### src/rtl/wmrq_pkg.sv
// shared types and constants for the wildcard match receive queue
package wmrq_pkg;

    localparam int OCC_W = 5;

    typedef enum logic {
        MODE_PUSH    = 1'b0,
        MODE_CONSUME = 1'b1
    } t_mode;

    typedef enum logic [1:0] {
        ST_PUSHED   = 2'd0,
        ST_DROPPED  = 2'd1,
        ST_MATCHED  = 2'd2,
        ST_NO_MATCH = 2'd3
    } t_status;

    typedef enum logic [2:0] {
        S_IDLE,
        S_PUSH,
        S_SCAN_RD,
        S_SCAN_CMP,
        S_SHIFT_RD,
        S_SHIFT_WR,
        S_FINISH
    } t_state;

    typedef struct packed {
        t_mode       mode;
        logic [31:0] addr;
        logic        addr_any;
        logic [15:0] port;
        logic [31:0] seq_num;
        logic [31:0] ack_num;
        logic [7:0]  flags;
        logic [15:0] payload_ref;
    } t_in;

    typedef struct packed {
        t_status          status;
        logic [31:0]      match_addr;
        logic [15:0]      match_port;
        logic [31:0]      match_seq;
        logic [31:0]      match_ack;
        logic [7:0]       match_flags;
        logic [15:0]      match_ref;
        logic [OCC_W-1:0] occupancy;
    } t_out;

    typedef struct packed {
        logic [31:0] addr;
        logic [15:0] port;
        logic [31:0] seq_num;
        logic [31:0] ack_num;
        logic [7:0]  flags;
        logic [15:0] payload_ref;
    } t_entry;

    localparam int ENTRY_W = $bits(t_entry);

endpackage

### src/rtl/wmrq_ram.sv
// generic single write, single read ram with registered read data
module wmrq_ram #(
    parameter int WIDTH = 8,
    parameter int DEPTH = 16
) (
    input  logic                     i_clk,
    input  logic                     i_wr_en,
    input  logic [$clog2(DEPTH)-1:0] i_wr_addr,
    input  logic [WIDTH-1:0]         i_wr_data,
    input  logic                     i_rd_en,
    input  logic [$clog2(DEPTH)-1:0] i_rd_addr,
    output logic [WIDTH-1:0]         o_rd_data
);

    logic [WIDTH-1:0] r_mem [DEPTH];
    logic [WIDTH-1:0] r_rd_data;

    always_ff @(posedge i_clk) begin
        if (i_wr_en) begin
            r_mem[i_wr_addr] <= i_wr_data;
        end
        if (i_rd_en) begin
            r_rd_data <= r_mem[i_rd_addr];
        end
    end

    assign o_rd_data = r_rd_data;

endmodule

### src/rtl/wmrq_match.sv
// shared wildcard compare unit for one stored header against the filter
module wmrq_match (
    input  wmrq_pkg::t_entry i_entry,
    input  wmrq_pkg::t_in    i_filter,
    output logic             o_hit
);

    logic addr_ok;
    logic port_ok;
    logic seq_ok;
    logic ack_ok;
    logic flags_ok;

    assign addr_ok  = i_filter.addr_any || (i_entry.addr == i_filter.addr);
    assign port_ok  = (i_filter.port == '0) || (i_entry.port == i_filter.port);
    assign seq_ok   = (i_filter.seq_num == '0) || (i_entry.seq_num == i_filter.seq_num);
    assign ack_ok   = (i_filter.ack_num == '0) || (i_entry.ack_num == i_filter.ack_num);
    assign flags_ok = (i_filter.flags == '0) || (i_entry.flags == i_filter.flags);

    assign o_hit = addr_ok && port_ok && seq_ok && ack_ok && flags_ok;

endmodule

### src/rtl/wildcard_match_receive_queue_top.sv
// top level of the wildcard match receive queue with its sequencer
//
// input channel: i_in_valid / o_in_stall carry one t_in per transfer.
// mode push appends a header at the tail, or drops it when the queue holds
// QUEUE_DEPTH entries. mode consume scans from the oldest entry for the first
// one that matches all filters, removes it and moves later entries down.
// output channel: o_out_valid / i_out_stall carry exactly one t_out per input.
// the headers live in one ram with one read and one write port; a single
// compare unit checks one entry at a time, reading it in S_SCAN_RD and
// comparing it in S_SCAN_CMP, and closing the gap copies one entry at a time
// through the same ram ports, reading in S_SHIFT_RD and writing in S_SHIFT_WR.
// a push passes S_PUSH and then S_FINISH; a consume scans the held entries,
// closes the gap after a match, then passes S_FINISH.
// only one item is handled at a time: o_in_stall stays high until the result
// is loaded into the output register; the next item may be taken while the
// previous result still waits in that register.
// a stalled result holds the block in its final step until the output frees.
// reset empties the queue; stored headers are not cleared.
module wildcard_match_receive_queue_top #(
    parameter int QUEUE_DEPTH = 16
) (
    input  logic             i_clk,
    input  logic             i_rst_n,
    input  logic             i_in_valid,
    output logic             o_in_stall,
    input  wmrq_pkg::t_in    i_in_data,
    output logic             o_out_valid,
    input  logic             i_out_stall,
    output wmrq_pkg::t_out   o_out_data
);

    localparam int IW = $clog2(QUEUE_DEPTH);
    localparam int CW = $clog2(QUEUE_DEPTH + 1);

    wmrq_pkg::t_state r_state, n_state;
    wmrq_pkg::t_in    r_item, n_item;
    wmrq_pkg::t_out   r_res, n_res;
    wmrq_pkg::t_out   r_out, n_out;
    logic             r_out_valid, n_out_valid;
    logic [CW-1:0]    r_idx, n_idx;
    logic [CW-1:0]    r_count, n_count;

    logic             ram_wr_en;
    logic [IW-1:0]    ram_wr_addr;
    wmrq_pkg::t_entry ram_wr_data;
    logic             ram_rd_en;
    logic [IW-1:0]    ram_rd_addr;
    wmrq_pkg::t_entry ram_rd_data;
    logic [CW-1:0]    idx_inc;
    logic             hit;

    wmrq_ram #(
        .WIDTH (wmrq_pkg::ENTRY_W),
        .DEPTH (QUEUE_DEPTH)
    ) u_ram (
        .i_clk     (i_clk),
        .i_wr_en   (ram_wr_en),
        .i_wr_addr (ram_wr_addr),
        .i_wr_data (ram_wr_data),
        .i_rd_en   (ram_rd_en),
        .i_rd_addr (ram_rd_addr),
        .o_rd_data (ram_rd_data)
    );

    wmrq_match u_match (
        .i_entry  (ram_rd_data),
        .i_filter (r_item),
        .o_hit    (hit)
    );

    assign idx_inc = r_idx + CW'(1);

    always_ff @(posedge i_clk) begin
        if (!i_rst_n) begin
            r_state     <= wmrq_pkg::S_IDLE;
            r_out_valid <= 1'b0;
            r_count     <= '0;
        end else begin
            r_state     <= n_state;
            r_out_valid <= n_out_valid;
            r_count     <= n_count;
        end
    end

    always_ff @(posedge i_clk) begin
        r_item <= n_item;
        r_res  <= n_res;
        r_out  <= n_out;
        r_idx  <= n_idx;
    end

    always_comb begin
        n_state     = r_state;
        n_item      = r_item;
        n_res       = r_res;
        n_out       = r_out;
        n_out_valid = r_out_valid && i_out_stall;
        n_idx       = r_idx;
        n_count     = r_count;
        ram_wr_en   = 1'b0;
        ram_wr_addr = r_idx[IW-1:0];
        ram_wr_data = ram_rd_data;
        ram_rd_en   = 1'b0;
        ram_rd_addr = r_idx[IW-1:0];
        case (r_state)
            wmrq_pkg::S_IDLE: begin
                if (i_in_valid) begin
                    n_item = i_in_data;
                    n_res  = '0;
                    n_idx  = '0;
                    if (i_in_data.mode == wmrq_pkg::MODE_CONSUME) begin
                        n_state = wmrq_pkg::S_SCAN_RD;
                    end else begin
                        n_state = wmrq_pkg::S_PUSH;
                    end
                end
            end
            wmrq_pkg::S_PUSH: begin
                if (r_count == CW'(QUEUE_DEPTH)) begin
                    n_res.status = wmrq_pkg::ST_DROPPED;
                end else begin
                    ram_wr_en               = 1'b1;
                    ram_wr_addr             = r_count[IW-1:0];
                    ram_wr_data.addr        = r_item.addr;
                    ram_wr_data.port        = r_item.port;
                    ram_wr_data.seq_num     = r_item.seq_num;
                    ram_wr_data.ack_num     = r_item.ack_num;
                    ram_wr_data.flags       = r_item.flags;
                    ram_wr_data.payload_ref = r_item.payload_ref;
                    n_count                 = r_count + CW'(1);
                    n_res.status            = wmrq_pkg::ST_PUSHED;
                end
                n_state = wmrq_pkg::S_FINISH;
            end
            wmrq_pkg::S_SCAN_RD: begin
                if (r_idx < r_count) begin
                    ram_rd_en = 1'b1;
                    n_state   = wmrq_pkg::S_SCAN_CMP;
                end else begin
                    n_res.status = wmrq_pkg::ST_NO_MATCH;
                    n_state      = wmrq_pkg::S_FINISH;
                end
            end
            wmrq_pkg::S_SCAN_CMP: begin
                if (hit) begin
                    n_res.status      = wmrq_pkg::ST_MATCHED;
                    n_res.match_addr  = ram_rd_data.addr;
                    n_res.match_port  = ram_rd_data.port;
                    n_res.match_seq   = ram_rd_data.seq_num;
                    n_res.match_ack   = ram_rd_data.ack_num;
                    n_res.match_flags = ram_rd_data.flags;
                    n_res.match_ref   = ram_rd_data.payload_ref;
                    n_state           = wmrq_pkg::S_SHIFT_RD;
                end else begin
                    n_idx   = idx_inc;
                    n_state = wmrq_pkg::S_SCAN_RD;
                end
            end
            wmrq_pkg::S_SHIFT_RD: begin
                if (idx_inc < r_count) begin
                    ram_rd_en   = 1'b1;
                    ram_rd_addr = idx_inc[IW-1:0];
                    n_state     = wmrq_pkg::S_SHIFT_WR;
                end else begin
                    n_count = r_count - CW'(1);
                    n_state = wmrq_pkg::S_FINISH;
                end
            end
            wmrq_pkg::S_SHIFT_WR: begin
                ram_wr_en = 1'b1;
                n_idx     = idx_inc;
                n_state   = wmrq_pkg::S_SHIFT_RD;
            end
            wmrq_pkg::S_FINISH: begin
                if (!r_out_valid || !i_out_stall) begin
                    n_out           = r_res;
                    n_out.occupancy = wmrq_pkg::OCC_W'(r_count);
                    n_out_valid     = 1'b1;
                    n_state         = wmrq_pkg::S_IDLE;
                end
            end
            default: begin
                n_state = wmrq_pkg::S_IDLE;
            end
        endcase
    end

    assign o_in_stall  = (r_state != wmrq_pkg::S_IDLE);
    assign o_out_valid = r_out_valid;
    assign o_out_data  = r_out;

    a_count_bound: assert property (@(posedge i_clk) disable iff (!i_rst_n)
        r_count <= CW'(QUEUE_DEPTH))
        else $error("entry count above queue depth");

    a_busy_after_transfer: assert property (@(posedge i_clk) disable iff (!i_rst_n)
        (i_in_valid && !o_in_stall) |=> o_in_stall)
        else $error("input taken while previous item still busy");

    a_shift_in_range: assert property (@(posedge i_clk) disable iff (!i_rst_n)
        (r_state == wmrq_pkg::S_SHIFT_WR) |-> (idx_inc < r_count))
        else $error("compaction copy beyond valid entries");

    a_count_change: assert property (@(posedge i_clk) disable iff (!i_rst_n)
        (r_count != $past(r_count)) |->
            ($past(r_state) == wmrq_pkg::S_PUSH || $past(r_state) == wmrq_pkg::S_SHIFT_RD))
        else $error("entry count changed outside push or removal");

endmodule
### config.mk
export PLATFORM = sky130hd
export DESIGN_NAME = wildcard_match_receive_queue_top
export DESIGN_NICKNAME = d
export VERILOG_FILES = /design/src/rtl/wmrq_pkg.sv /design/src/rtl/wmrq_ram.sv /design/src/rtl/wmrq_match.sv /design/src/rtl/wildcard_match_receive_queue_top.sv
export SDC_FILE = /design/constraint.sdc
export NUM_CORES = 2
export LEC_CHECK = 0
export ABC_AREA = 1
export BUFFER_PORTS_ARGS = -buffer_cell sky130_fd_sc_hd__buf_2
export CAP_MARGIN = 40
export CORE_MARGIN = 8
export CORE_UTILIZATION = 31
export CTS_CLUSTER_DIAMETER = 200
export DETAILED_ROUTE_END_ITERATION = 10
export GPL_TIMING_DRIVEN = 0
export PLACE_DENSITY_LB_ADDON = 0.12
export SKIP_LAST_GASP = 1
export SLEW_MARGIN = 0
export SYNTH_ARGS = -nofsm -noshare
export SYNTH_HDL_FRONTEND = slang
export SYNTH_SLANG_ARGS = --single-unit
### constraint.sdc
create_clock -name i_clk -period 22.2 [get_ports i_clk]
set_clock_uncertainty 0.1 [all_clocks]
set_input_delay 3.33 -clock i_clk [delete_from_list [all_inputs] [get_ports i_clk]]
set_output_delay 3.33 -clock i_clk [all_outputs]
set_load 0.03 [all_outputs]
==> impl_metrics.env <==
export IMPL_fin_tns_setup_ps=0
export IMPL_crit_slowest_cell="dfxtp_1"
export IMPL_dp_slack_ps=16450
export IMPL_clock_path_buffers=4
export IMPL_ios=287
export IMPL_cts_repair_resized=0
export IMPL_setup_ws_ps=16700
export IMPL_slew_violations=0
export IMPL_hp_class="flip-flop to flip-flop"
export IMPL_synth_nets=10000
export IMPL_fin_nets=11000
export IMPL_yosysSeqAreaShare_pct=73.4
export IMPL_rsz0062_at_grt="no"
export IMPL_yosysWarningCount=0
export IMPL_cts_buffers=307
export IMPL_syn_area_per_cell_um2=11.4
export IMPL_drt_drc_violations_left=0
export IMPL_power_density_nw_per_um2=157
export IMPL_crit_family="buffers and inverters"
export IMPL_crit_path_cell_trace="nor3_1, inv_1, buf_2"
export IMPL_fillCellCount=35000
export IMPL_fin_crit_sh_pct=24.8
export IMPL_outcome="finished clean"
export IMPL_port_buffers=286
export IMPL_end_kind="primary output"
export IMPL_synth_cell_area_um2=112000
export IMPL_tightest_slew_ps=970
export IMPL_die_x_um=618
export IMPL_post_drt_wl_per_cell_um=26.3
export IMPL_drtPass1Iterations=6
export IMPL_grt_max_degree=30
export IMPL_total_power_uw=21100
export IMPL_post_cts_setup_buffers=0
export IMPL_dieHeight_um=618
export IMPL_crit_path_max_incr_delay_ps=370
export IMPL_relSlewSlack_pct=35.3
export IMPL_finalHoldViolCount=0
export IMPL_cp_arrival_ps=2070
export IMPL_required_ps=18770
export IMPL_area_growth_pct=20.2
export IMPL_routabilityCongestion=0.847
export IMPL_synthDistinctLibCells=30
export IMPL_vias=75700
export IMPL_vdd_drop_max_mv=0.142
export IMPL_drt_iter0_markers=6812
export IMPL_grt_pass1_wl_um=576000
export IMPL_regArea_um2=82300
export IMPL_cts_root_buf="clkbuf_16"
export IMPL_multi_input_area_um2=24300
export IMPL_post_route_min_period_ps=5500
export IMPL_rows=221
export IMPL_critical_path_class="flip-flop to primary output"
export IMPL_cap_violations=0
export IMPL_drtAntennaViolNets=0
export IMPL_antenna_found_initial=25
export IMPL_drive_above_1_share_pct=12.8
export IMPL_crit_path_max_fanout=5
export IMPL_synth_seq_cells=2744
export IMPL_design_die_area_um2=381000
export IMPL_coreArea_um2=361000
export IMPL_post_dp_hpwl_um=295000
export IMPL_grt_pass1_vias=73700
export IMPL_htreeDepth=5
export IMPL_final_common_cell="nand2_1"
export IMPL_cts_tree="done"
export IMPL_start_util_pct=31.0
export IMPL_avgViaCountPerCell=4.78
export IMPL_fmax_ghz=0.182
export IMPL_syn_inst=9847
export IMPL_routed_wl_um=416000
export IMPL_hold_ws_ps=310
export IMPL_cts_sinks=2744
export IMPL_start_kind="flip-flop"
export IMPL_final_core_util_pct=37.3
export IMPL_grt_overflow=0
export IMPL_clkLatencyLatePin_ps=920
export IMPL_setup_viol=0
export IMPL_clkTransAtPathRegs_ps=60
export IMPL_gr_usage_all_layers_pct=21.2
export IMPL_power_leakage_uw=0.0534
export IMPL_final_cell_mix="nand2_1 (3925), edfxtp_1 (2735), nand3_1 (1101)"
export IMPL_crit_buf_inv=2
export IMPL_cts_hold_buffers=0
metrics by stage:
step                      instances  cell area (µm²)
after detailed placement      15300           125000
after floorplan                9847           112000
after global routing          15800           135000
after global placement        14900           120000
final                         15900           135000
after CTS                     15800           135000
where the power goes:
group          switching (µW)  internal, µW
logic                    6770          2200
registers                 205          7110
clock network            2100          2740
total                    9080         12100
state kept, by name, summed over array words and instances (netlist names):
signal / count
o_out_data: 143
o_out_valid: 1
r_count: 5
r_idx: 5
r_item: 137
r_res: 138
r_state: 3
u_ram.o_rd_data: 136
u_ram.r_mem: 2176
area by class of cell:
type,instances,area share (%)
multi-input combinational,5689,18.0
antenna,20,0.0371
sequential,2744,61.1
timing repair buffer,645,5.27
clock inverter,142,0.774
tap,4794,4.45
buffer,496,1.76
inverter,918,2.56
clock buffer,402,6.09
metal layers:
layer	GRT usage, %	share of wire, %	vias to the layer above
met2	35.4	47	2547
met1	28.2	43	37700
met3	3.25	6.2	546
met4	7.20	3.6	0
li1	-	-	34900
met5	0	0	-
worst register-to-register path, stage by stage, from the launching register on:
cell and delay (ps):
edfxtp_1 480, ha_1 260, nand3_1 110, xor2_1 190, inv_1 70, ha_1 290, a21o_1 160, a21oi_1 120
nand2_1 80, inv_2 110, nand2_4 100, nand2_1 90, o21ai_2 160, inv_2 140, buf_4 340, buf_2 500
buf_12 250, buf_2 760, nand2_1 150, nand3_1 110, nand3_1 250, nand2_1 190
synthesized netlist by cell type:
cell | number | share of area, %
clkinv_2 | 1 | 0.0045
nor2_2 | 1 | 0.0056
a211oi_1 | 2 | 0.013
buf_1 | 48 | 0.16
buf_4 | 37 | 0.25
inv_2 | 7 | 0.023
o21ai_0 | 150 | 0.67
nand2_1 | 3925 | 13
nor3_1 | 8 | 0.036
a21o_1 | 2 | 0.013
o221ai_1 | 1 | 0.0078
xnor2_1 | 49 | 0.38
nand3_1 | 1101 | 4.9
o21ai_2 | 1 | 0.0078
inv_1 | 910 | 3.0
dfxtp_1 | 9 | 0.16
nor4_1 | 15 | 0.084
edfxtp_1 | 2735 | 73
fa_1 | 1 | 0.018
xor2_1 | 29 | 0.23
nand4_1 | 7 | 0.039
o211ai_1 | 137 | 0.92
nand2_2 | 1 | 0.0056
clkbuf_1 | 132 | 0.44
ha_1 | 12 | 0.13
buf_2 | 279 | 1.2
o21ai_1 | 2 | 0.0089
a21oi_1 | 15 | 0.067
nand2_4 | 1 | 0.010
nor2_1 | 229 | 0.77
cells by family after synthesis:
| group | count (synthesis) | synth area share [%] |
|---|---|---|
| compound gates | 310 | 1.70 |
| fa+ha+maj | 13 | 0.152 |
| xor+xnor | 78 | 0.609 |
| buf+inv | 1414 | 5.17 |
| flops | 2744 | 73.4 |
| simple gates | 5288 | 19.0 |
final timing paths:
kind,cells after the start,slack [ps],endpoint,start
worst max-delay path,3,16700,o_in_stall,r_state[1]
worst min-delay path,0,310,o_out_data[24],r_res[24]
worst max register to register,21,17080,u_ram.o_rd_data[2],r_idx[1]
worst min register to register,0,310,o_out_data[24],r_res[24]
(Power assumes the default switching activity.)
